<file path="config.mk">
export PLATFORM = sky130hd
export DESIGN_NAME = binary_search_table
export DESIGN_NICKNAME = d
export VERILOG_FILES = /design/src/hdl/bst_pkg.sv /design/src/hdl/bst_mem.sv /design/src/hdl/bst_ctrl.sv /design/src/hdl/binary_search_table.sv
export VERILOG_INCLUDE_DIRS = /design/src /design/src/hdl
export SDC_FILE = /design/constraint.sdc
export NUM_CORES = 2
export LEC_CHECK = 0
export BUFFER_PORTS_ARGS = -buffer_cell sky130_fd_sc_hd__clkbuf_2
export CORE_MARGIN = 2
export CORE_UTILIZATION = 30
export DETAILED_ROUTE_END_ITERATION = 8
export GPL_ROUTABILITY_DRIVEN = 1
export PLACE_DENSITY_LB_ADDON = 0.1
export RECOVER_POWER = 100
export SKIP_CTS_REPAIR_TIMING = 1
export SLEW_MARGIN = 20
export SYNTH_ARGS = -nofsm -noshare
export SYNTH_HDL_FRONTEND = slang
export SYNTH_SLANG_ARGS = --single-unit
</file>
<file path="constraint.sdc">
create_clock -name clk -period 4.85 [get_ports clk]
set_input_delay 0 -clock clk [delete_from_list [all_inputs] [get_ports clk]]
set_output_delay 0 -clock clk [all_outputs]
set_load 0.005 [all_outputs]
</file>
<file path="src/hdl/binary_search_table_macros.svh">
// assertion helpers for the binary search table
`ifndef BINARY_SEARCH_TABLE_MACROS_SVH
`define BINARY_SEARCH_TABLE_MACROS_SVH

`ifndef SYNTHESIS
`define BST_ASSERT_SAME(label, clk, rst_n, ante, cons) \
	label: assert property (@(posedge clk) disable iff (!rst_n) (ante) |-> (cons)) \
		else $error("binary search table check failed");
`define BST_ASSERT_NEXT(label, clk, rst_n, ante, cons) \
	label: assert property (@(posedge clk) disable iff (!rst_n) (ante) |=> (cons)) \
		else $error("binary search table check failed");
`else
`define BST_ASSERT_SAME(label, clk, rst_n, ante, cons)
`define BST_ASSERT_NEXT(label, clk, rst_n, ante, cons)
`endif

`endif

</file>
<file path="src/hdl/bst_pkg.sv">
package bst_pkg;

	localparam logic MODE_WRITE  = 1'b0;
	localparam logic MODE_SEARCH = 1'b1;

	localparam int KEY_W = 32;
	localparam int IDX_W = 7;
	localparam int CNT_W = 8;

	typedef struct packed {
		logic                    mode;
		logic [IDX_W-1:0]        write_index;
		logic signed [KEY_W-1:0] write_key;
		logic signed [KEY_W-1:0] search_key;
	} bst_in_t;

	typedef struct packed {
		logic             found;
		logic [IDX_W-1:0] position;
	} bst_out_t;

endpackage

</file>
<file path="src/hdl/bst_mem.sv">
module bst_mem import bst_pkg::*; #(
	parameter int DEPTH = 128,
	parameter int AW    = 7
) (
	input  logic                    clk,
	input  logic                    we,
	input  logic [AW-1:0]           waddr,
	input  logic signed [KEY_W-1:0] wdata,
	input  logic [AW-1:0]           raddr,
	output logic signed [KEY_W-1:0] rdata
);

	logic [KEY_W-1:0] mem [DEPTH];

	always_ff @(posedge clk) begin
		if (we) begin
			mem[waddr] <= wdata;
		end
	end

	always_ff @(posedge clk) begin
		rdata <= mem[raddr];
	end

endmodule

</file>
<file path="src/hdl/bst_ctrl.sv">
module bst_ctrl import bst_pkg::*; #(
	parameter int DEPTH = 128,
	parameter int AW    = 7,
	parameter int CW    = 8
) (
	input  logic                    clk,
	input  logic                    arst_n,
	input  logic                    start,
	input  logic signed [KEY_W-1:0] search_key,
	input  logic                    cfg_write,
	input  logic [CNT_W-1:0]        cfg_data,
	output logic                    busy,
	output logic [AW-1:0]           rd_addr,
	input  logic signed [KEY_W-1:0] rd_data,
	output logic                    out_valid,
	input  logic                    out_stall,
	output bst_out_t                out_data
);

	typedef enum logic [1:0] {
		S_IDLE,
		S_PROBE,
		S_CMP,
		S_DONE
	} state_t;

	state_t                  state_q;
	logic [CNT_W-1:0]        entries_in_use_q;
	logic signed [KEY_W-1:0] key_q;
	logic [CW-1:0]           low_q;
	logic [CW-1:0]           hi_q;
	logic [CW-1:0]           mid_q;
	bst_out_t                res_q;
	logic                    out_valid_q;
	bst_out_t                out_q;

	logic [CW-1:0] count;
	logic [CW:0]   mid_sum;
	logic [CW-1:0] mid;
	logic          key_eq;
	logic          key_lt;

	// count is entries_in_use clamped to the table depth
	always_comb begin
		if (32'(entries_in_use_q) > 32'(DEPTH)) begin
			count = CW'(DEPTH);
		end else begin
			count = CW'(entries_in_use_q);
		end
	end

	// hi_q is exclusive, so the probe is (low + hi - 1) / 2
	assign mid_sum = {1'b0, low_q} + {1'b0, hi_q} - {{CW{1'b0}}, 1'b1};
	assign mid     = mid_sum[CW:1];
	assign rd_addr = AW'(mid);

	// the one shared compare unit
	assign key_eq = (rd_data == key_q);
	assign key_lt = (key_q < rd_data);

	always_ff @(posedge clk or negedge arst_n) begin
		if (!arst_n) begin
			entries_in_use_q <= '0;
		end else if (cfg_write) begin
			entries_in_use_q <= cfg_data;
		end
	end

	always_ff @(posedge clk or negedge arst_n) begin
		if (!arst_n) begin
			state_q     <= S_IDLE;
			key_q       <= '0;
			low_q       <= '0;
			hi_q        <= '0;
			mid_q       <= '0;
			res_q       <= '0;
			out_valid_q <= 1'b0;
			out_q       <= '0;
		end else begin
			// in S_DONE the output register is handled below
			if (out_valid_q && !out_stall && (state_q != S_DONE)) begin
				out_valid_q <= 1'b0;
			end
			case (state_q)
				S_IDLE: begin
					if (start) begin
						key_q   <= search_key;
						low_q   <= '0;
						hi_q    <= count;
						state_q <= S_PROBE;
					end
				end
				S_PROBE: begin
					if (low_q >= hi_q) begin
						res_q   <= '0;
						state_q <= S_DONE;
					end else begin
						mid_q   <= mid;
						state_q <= S_CMP;
					end
				end
				S_CMP: begin
					if (key_eq) begin
						res_q.found    <= 1'b1;
						res_q.position <= IDX_W'(32'(mid_q));
						state_q        <= S_DONE;
					end else begin
						if (key_lt) begin
							hi_q <= mid_q;
						end else begin
							low_q <= mid_q + {{(CW-1){1'b0}}, 1'b1};
						end
						state_q <= S_PROBE;
					end
				end
				S_DONE: begin
					if (!out_valid_q || !out_stall) begin
						out_q       <= res_q;
						out_valid_q <= 1'b1;
						state_q     <= S_IDLE;
					end
				end
				default: begin
					state_q <= S_IDLE;
				end
			endcase
		end
	end

	assign busy      = (state_q != S_IDLE);
	assign out_valid = out_valid_q;
	assign out_data  = out_q;

endmodule

</file>
<file path="src/hdl/binary_search_table.sv">
// channel | direction | beat type | accepted when
// in      | in        | bst_in_t  | in_valid && !in_stall
// out     | out       | bst_out_t | out_valid && !out_stall
// cfg     | in        | 8 bits    | cfg_write
//
// a write beat goes straight into the table; a search repeats S_PROBE, which sets the
// table read address, and S_CMP, which feeds the registered table read into the one
// key compare, until a hit or an empty range sends it to S_DONE
// in_stall stays high from a search beat until its result sits in the output register
// a result waits there under out_stall while new beats are taken
// reset clears the sequencer, the output valid and entries_in_use; the table is not cleared
`include "binary_search_table_macros.svh"

module binary_search_table import bst_pkg::*; #(
	parameter int TABLE_DEPTH = 128
) (
	input  logic             clk,
	input  logic             arst_n,
	input  logic             in_valid,
	output logic             in_stall,
	input  bst_in_t          in_data,
	output logic             out_valid,
	input  logic             out_stall,
	output bst_out_t         out_data,
	input  logic             cfg_write,
	input  logic [CNT_W-1:0] cfg_data
);

	localparam int AW = (TABLE_DEPTH > 1) ? $clog2(TABLE_DEPTH) : 1;
	localparam int CW = $clog2(TABLE_DEPTH + 1);

	logic                    busy;
	logic                    in_take;
	logic                    start;
	logic                    wr_in_range;
	logic                    mem_we;
	logic [AW-1:0]           mem_waddr;
	logic [AW-1:0]           rd_addr;
	logic signed [KEY_W-1:0] rd_data;

	assign in_stall    = busy;
	assign in_take     = in_valid && !in_stall;
	assign start       = in_take && (in_data.mode == MODE_SEARCH);
	// writes past the table are dropped
	assign wr_in_range = 32'(in_data.write_index) < 32'(TABLE_DEPTH);
	assign mem_we      = in_take && (in_data.mode == MODE_WRITE) && wr_in_range;
	assign mem_waddr   = AW'(32'(in_data.write_index));

	bst_mem #(
		.DEPTH (TABLE_DEPTH),
		.AW    (AW)
	) u_mem (
		.clk   (clk),
		.we    (mem_we),
		.waddr (mem_waddr),
		.wdata (in_data.write_key),
		.raddr (rd_addr),
		.rdata (rd_data)
	);

	bst_ctrl #(
		.DEPTH (TABLE_DEPTH),
		.AW    (AW),
		.CW    (CW)
	) u_ctrl (
		.clk        (clk),
		.arst_n     (arst_n),
		.start      (start),
		.search_key (in_data.search_key),
		.cfg_write  (cfg_write),
		.cfg_data   (cfg_data),
		.busy       (busy),
		.rd_addr    (rd_addr),
		.rd_data    (rd_data),
		.out_valid  (out_valid),
		.out_stall  (out_stall),
		.out_data   (out_data)
	);

	`BST_ASSERT_NEXT(a_search_blocks, clk, arst_n, start, in_stall)
	`BST_ASSERT_SAME(a_result_after_busy, clk, arst_n, $rose(out_valid), $past(in_stall))
	`BST_ASSERT_SAME(a_miss_pos_zero, clk, arst_n, out_valid && !out_data.found, out_data.position == '0)

endmodule

</file>
==> Word-level counts from Yosys, hierarchy flattened <==
Memories as Yosys holds them, arrays and structs flattened. A register that Yosys moved wholly into a read port is not among the register bits.
Cells that the tools add are included.
W data, S select, Z words.
{ "op_classes": {"addsub": 3, "mul": 0, "n_div": 0, "magnitude_cmp": 3, "eq_ne": 12, "n_shift": 0, "mux": 22, "bitwise_logic": 2, "n_reduce_logical": 20} }
{ "ops": {"columns": ["op", "count"], "rows": [
  ["$mux W8", 9],
  ["$pmux W8 S2", 3],
  ["$eq A32 B32 Y1", 1],
  ["$lt A32 B32 Y1", 1],
  ["$add A8 B8 Y9", 1],
  ["$sub A9 B1 Y9 const B", 1],
  ["$add A8 B1 Y8 const B", 1],
  ["$ge A8 B8 Y1", 1],
  ["$gt A8 B8 Y1 const B", 1],
  ["$ne A2 B1 Y1 const B", 4],
  ["$ne A2 B2 Y1 const B", 4],
  ["$pmux W2 S4", 1],
  ["$reduce_and A2 Y1", 4],
  ["$reduce_and A4 Y1", 2],
  ["$mux W1", 6],
  ["$mux W2", 3],
  ["$reduce_bool A2 Y1", 3],
  ["$logic_and A1 B1 Y1", 5],
  ["$eq A2 B2 Y1 const B", 2],
  ["$logic_not A1 Y1", 3],
  ["$reduce_and A3 Y1", 1],
  ["$eq A2 B1 Y1 const B", 1],
  ["$logic_not A2 Y1", 1],
  ["$not A1 Y1", 2],
  ["$logic_or A1 B1 Y1", 1]
]} }
{ "totals": {"reg_bits": 83, "latch_bits": 0, "mem_bits_rw": 4096, "mem_bits_ro": 0, "input_bits": 85, "output_inout_bits": 10, "wordCells": 74, "mem_count": 1} }
{ "memory_table": {"columns": ["name", "words", "width", "read_ports", "rd_ports_with_merged_regs", "write_ports", "line_no", "text"], "rows": [
  ["u_mem.mem", 128, 32, 1, 1, 1, "bst_mem.sv:13", "logic [KEY_W-1:0] mem [DEPTH];"]
]} }

==> Depth between registers and ports, before layout <==
{ "logic_depth": {"word_depth": 6, "ltp_mapped": 15, "mapped_depth_nobuf": 12} }

==> Hierarchy <==
From an unflattened synthesis, not the netlist that was laid out.
{ "unflattened": {"hier_cells": 6426, "hier_area_um2": 161124.5} }
{ "by_module_without_submodules": {"columns": ["module", "instances", "cells_each", "area_per_inst_um2", "seq_area_each_um2"], "rows": [
  ["bst_mem", 1, 5990, 156276.1, 123638.6],
  ["bst_ctrl", 1, 434, 4827.1, 2077.0],
  ["binary_search_table", 1, 2, 21.3, 0.0]
]} }

==> Least setup slack after synthesis <==
Ideal clock, no wire load.
{ "synth_path": {"path_type": "flip-flop to flip-flop", "startpoint": "reg u_ctrl.state_q[1]", "endpoint": "mem u_mem.mem[80][0] (enable)", "setup_ns": 0.502, "arrival_time_ns": 4.354, "required_time_ns": 4.348, "setup_slack_ns": -0.006, "path_stages_with_launch": 8, "n_path_buf": 0, "period_less_slack_ns": 4.856, "cell_sequence": "dfrtp_1 -> inv_1 -> ha_1 -> nand2_1 -> nor2_1 -> and2_1 -> nand2_1 -> nor4_1"} }
{ "synth_via": {"elab_chain_len": 6} }
{ "synth_rtl": {"columns": ["item", "line_no", "text"], "rows": [
  ["from (decl)", "bst_ctrl.sv:27", "state_t state_q;"],
  ["from (signal assigned)", "bst_ctrl.sv:71", "state_q <= S_IDLE;"],
  ["from (signal assigned)", "bst_ctrl.sv:90", "state_q <= S_PROBE;"],
  ["from (signal assigned)", "bst_ctrl.sv:96", "state_q <= S_DONE;"],
  ["$reduce_bool A2 Y1", "bst_ctrl.sv:130", "assign busy = (state_q != S_IDLE);"],
  ["$logic_not A1 Y1", "binary_search_table.sv:42", "assign in_take = in_valid && !in_stall;"],
  ["$logic_and A1 B1 Y1", "binary_search_table.sv:42", null],
  ["$logic_and A1 B1 Y1", "binary_search_table.sv:46", "assign mem_we = in_take && (in_data.mode == MODE_WRITE) && wr_in_range;"],
  ["$mux W1", "bst_mem.sv:16", "if (we) begin"],
  ["$mux W1 (not written as such)", "bst_mem.sv:17", "mem[waddr] <= wdata;"],
  ["to (decl)", "bst_mem.sv:13", null]
]} }
Every way passes these cells.

==> Final worst setup path <==
{ "layout_path": {"startpoint": "reg u_ctrl.state_q[1]", "endpoint": "mem u_mem.mem[92][20] (enable)"} }
The elaborated chain is that of the path after synthesis.

==> out/results.tsv <==
metric	value	unit
ys_seq_area_share	77.9	%
grt_pass1_vias	78900	
worstMarginPinSlew	4.86	ns
r2r_cells	8	
coreArea	536000	µm²
drv_slew	5244	
max_freq	209	MHz
clkTransAtPathRegs	0.06	ns
critPathTopFamily	simple AND/OR/NAND/NOR gates	
num_rows	269	
syn_inst	6543	
io_pins	95	
stdcell_area	191000	µm²
dp_hpwl	289000	µm
dr.first_iter.drc_count	7834	
ys_ff_latch	4211	
clock_skew	0.0631	ns
hold_path.class	input port to register	
multi_input_area	34800	µm²
path_max_fanout	30	
antenna_found_initial	57	
synth_top_area_cell	edfxtp_1	
tritoncts	built	
violations	hold timing, capacitance limit, slew limit	
cts.htree.levels	5	
gp_congestion	0.752	
drc	0	
ff_latch_area	126000	µm²
die-area	544000	µm²
setup_viol	0	
firstDrtPassIters	6	
die_w	737	µm
rrSetupSlack	0.08	ns
cp_common_cell	nor2_1	
cap_violations	110	
max-slew-margin-rel	-224	%
async_flop_share	1.97	%
synth_top_area_share	76.2	%
holdWs	-0.108	ns
fillCellCount	49100	
chipHeight	737	µm
yosys_warnings	0	
min_to	u_mem.mem[97][31]	
gr-total-overflow	0	
worstHoldStart	in_data[69]	
initial_utilization	30.1	%
drive_gt1_share	33.2	%
synthToLayoutAreaGrowth	18.4	%
cpMaxStageDelayCell	buf_2	
routedWlPerCell	33.9	µm
critPathBufInv	3	
grt_max_degree	112	
min_period	4.77	ns
crit_type	register to register	
io_buffers	94	
viasPerCell	5.04	
rr_startpoint	u_ctrl.state_q[1]	
routed_wl	509000	µm
cts-root-buf	clkbuf_16	
cp-end-kind	register	
cts_buffer_depth	4	
ant_nets	0	
r2r_end	u_mem.mem[92][20]	
path_cells	inv_1 > ha_1 > nand2_1 > nor2_1 > nand3_2 > clkbuf_1 > nor2_1 > buf_2	
min_path_cells	3	
status	finished, violations left	
worstPathRequired	5.45	ns
synth_edf_count	4096	
fin_nets	7570	
synth_cell_types	54	
grt_pass1_wl	688000	µm
slowest_delay	1.11	ns
cts.sinks	4211	
syn-num-nets	6690	
synthFlopType	edfxtp_1	
arrival	5.37	ns
vias	75700	
worst_setup_path_start_kind	register	
syn_area_per_cell	24.7	µm²
fin_crit_sh	98.4	%
netlist_area	161000	µm²
grtUsageTotal	18.4	%
ys_top_cells_by_area	edfxtp_1, mux4_2, dfrtp_1, mux2i_1, ha_1	
cts_buffers	468	
post_dp_cell_area	176000	µm²
hold_viol_final	4	
clock_latency	1.03	ns
==> worst min-delay path: cells and delay by family <==
family                 cells  cell delay (ns)
and+or+nand+nor            2             0.50
buffers and inverters      1             0.20
==> per-layer routing <==
metal	vias to the layer above	global-route usage [%]	wire (µm)
met5	-	0	65
met4	12	3.60	11400
met3	567	2.21	22600
met2	1934	30.3	245000
met1	43000	26.4	229000
li1	30200	-	-
==> area by class of cell <==
type,instances,area share [%]
Antenna cell,31,0.0406
Inverter,77,0.151
Clock buffer,603,6.50
Tap cell,7181,4.71
Sequential cell,4211,65.8
Timing Repair Buffer,746,3.42
Clock inverter,262,1.14
Multi-Input combinational cell,1919,18.2
==> kinds of logic after synthesis <==
group,synth area share (%)
AO/OA/AOI/OAI,0.649
flip-flops,77.9
multiplexers,19.2
buffers and inverters,1.07
XOR/XNOR,0.0489
AND/OR/NAND/NOR,0.648
adder cells (fa/ha/maj),0.486
==> how the worst max path moves through the flow <==
| stage | endpoint | from | depth (start not counted) | slack, ns |
|---|---|---|---|---|
| after floorplan | u_mem.mem[72][0] | u_ctrl.state_q[1] | 7 | 0.003 |
| after global placement | u_mem.rdata[13] | u_ctrl.hi_q[1] | 13 | -0.83 |
| after detailed placement | u_mem.rdata[13] | u_ctrl.hi_q[1] | 13 | -0.41 |
| after CTS | u_mem.rdata[13] | u_ctrl.hi_q[1] | 13 | -0.47 |
| after global routing | u_mem.rdata[25] | u_ctrl.hi_q[1] | 13 | -0.005 |
| final | u_mem.mem[92][20] | u_ctrl.state_q[1] | 8 | 0.08 |
==> flip-flops by register name (all words and copies together), names as in the netlist <==
register                 cells
u_ctrl.entries_in_use_q      8
u_ctrl.hi_q                  8
u_ctrl.key_q                32
u_ctrl.low_q                 8
u_ctrl.mid_q                 8
u_ctrl.out_data              8
u_ctrl.out_valid             1
u_ctrl.res_q                 8
u_ctrl.state_q               2
u_mem.mem                 4096
u_mem.rdata                 32
==> through the flow <==
step	setup slack (ns)	cells	hold WS [ns]	TNS, ns	utilization, %
after CTS	-0.474	14800	-1.08	-4.63	35.6
after global placement	-0.832	14000	0.0814	-7.17	32.9
after floorplan	0.00263	6543	-0.296	0	-
final	0.0766	15000	-0.108	0	35.6
after global routing	-0.00527	15000	-0.157	-0.00881	35.6
after detailed placement	-0.414	14000	0.0854	-3.97	32.9
==> synthesized netlist by cell type, drive strengths merged (3+ instances only) <==
master / number
edfxtp: 4096
xnor2: 4
o221ai: 29
nand4: 9
and3: 5
inv: 77
o21ai: 9
nand3b: 5
mux2i: 131
buf: 139
nand2b: 5
a21oi: 23
ha: 61
or3: 6
nor2b: 5
o211ai: 4
dfxtp: 32
dfrtp: 83
clkbuf: 197
nor2: 138
mux2: 57
nor4: 4
o31a: 3
mux4: 1286
xor2: 5
o22a: 29
nand3: 21
o32ai: 7
a21o: 9
nand2: 31
a21boi: 10
==> layout by cell type, fill, tap and decap left out, types with 9 or more instances in the layout <==
| master | n |
|---|---|
| mux2_2 | 57 |
| edfxtp_1 | 4096 |
| a21o_1 | 9 |
| clkinv_2 | 83 |
| clkbuf_4 | 36 |
| mux2i_1 | 111 |
| nand4_1 | 9 |
| clkinvlp_4 | 9 |
| nor2_1 | 55 |
| a21boi_0 | 10 |
| clkbuf_16 | 474 |
| diode_2 | 31 |
| a21oi_1 | 21 |
| buf_12 | 99 |
| dfxtp_1 | 32 |
| clkbuf_2 | 172 |
| nand2_1 | 31 |
| dfrtp_1 | 83 |
| mux2i_4 | 11 |
| o22a_1 | 22 |
| clkbuf_1 | 202 |
| o221ai_1 | 29 |
| clkinv_16 | 10 |
| mux2i_2 | 9 |
| nand3_1 | 19 |
| dlygate4sd3_1 | 163 |
| inv_1 | 77 |
| mux4_2 | 1286 |
| nor2_4 | 80 |
| buf_4 | 188 |
| bufinv_16 | 25 |
| ha_1 | 60 |
| clkinv_1 | 121 |
Power is not shown: default switching activity piles up to over one toggle a cycle in this logic, so the estimate is an artifact.
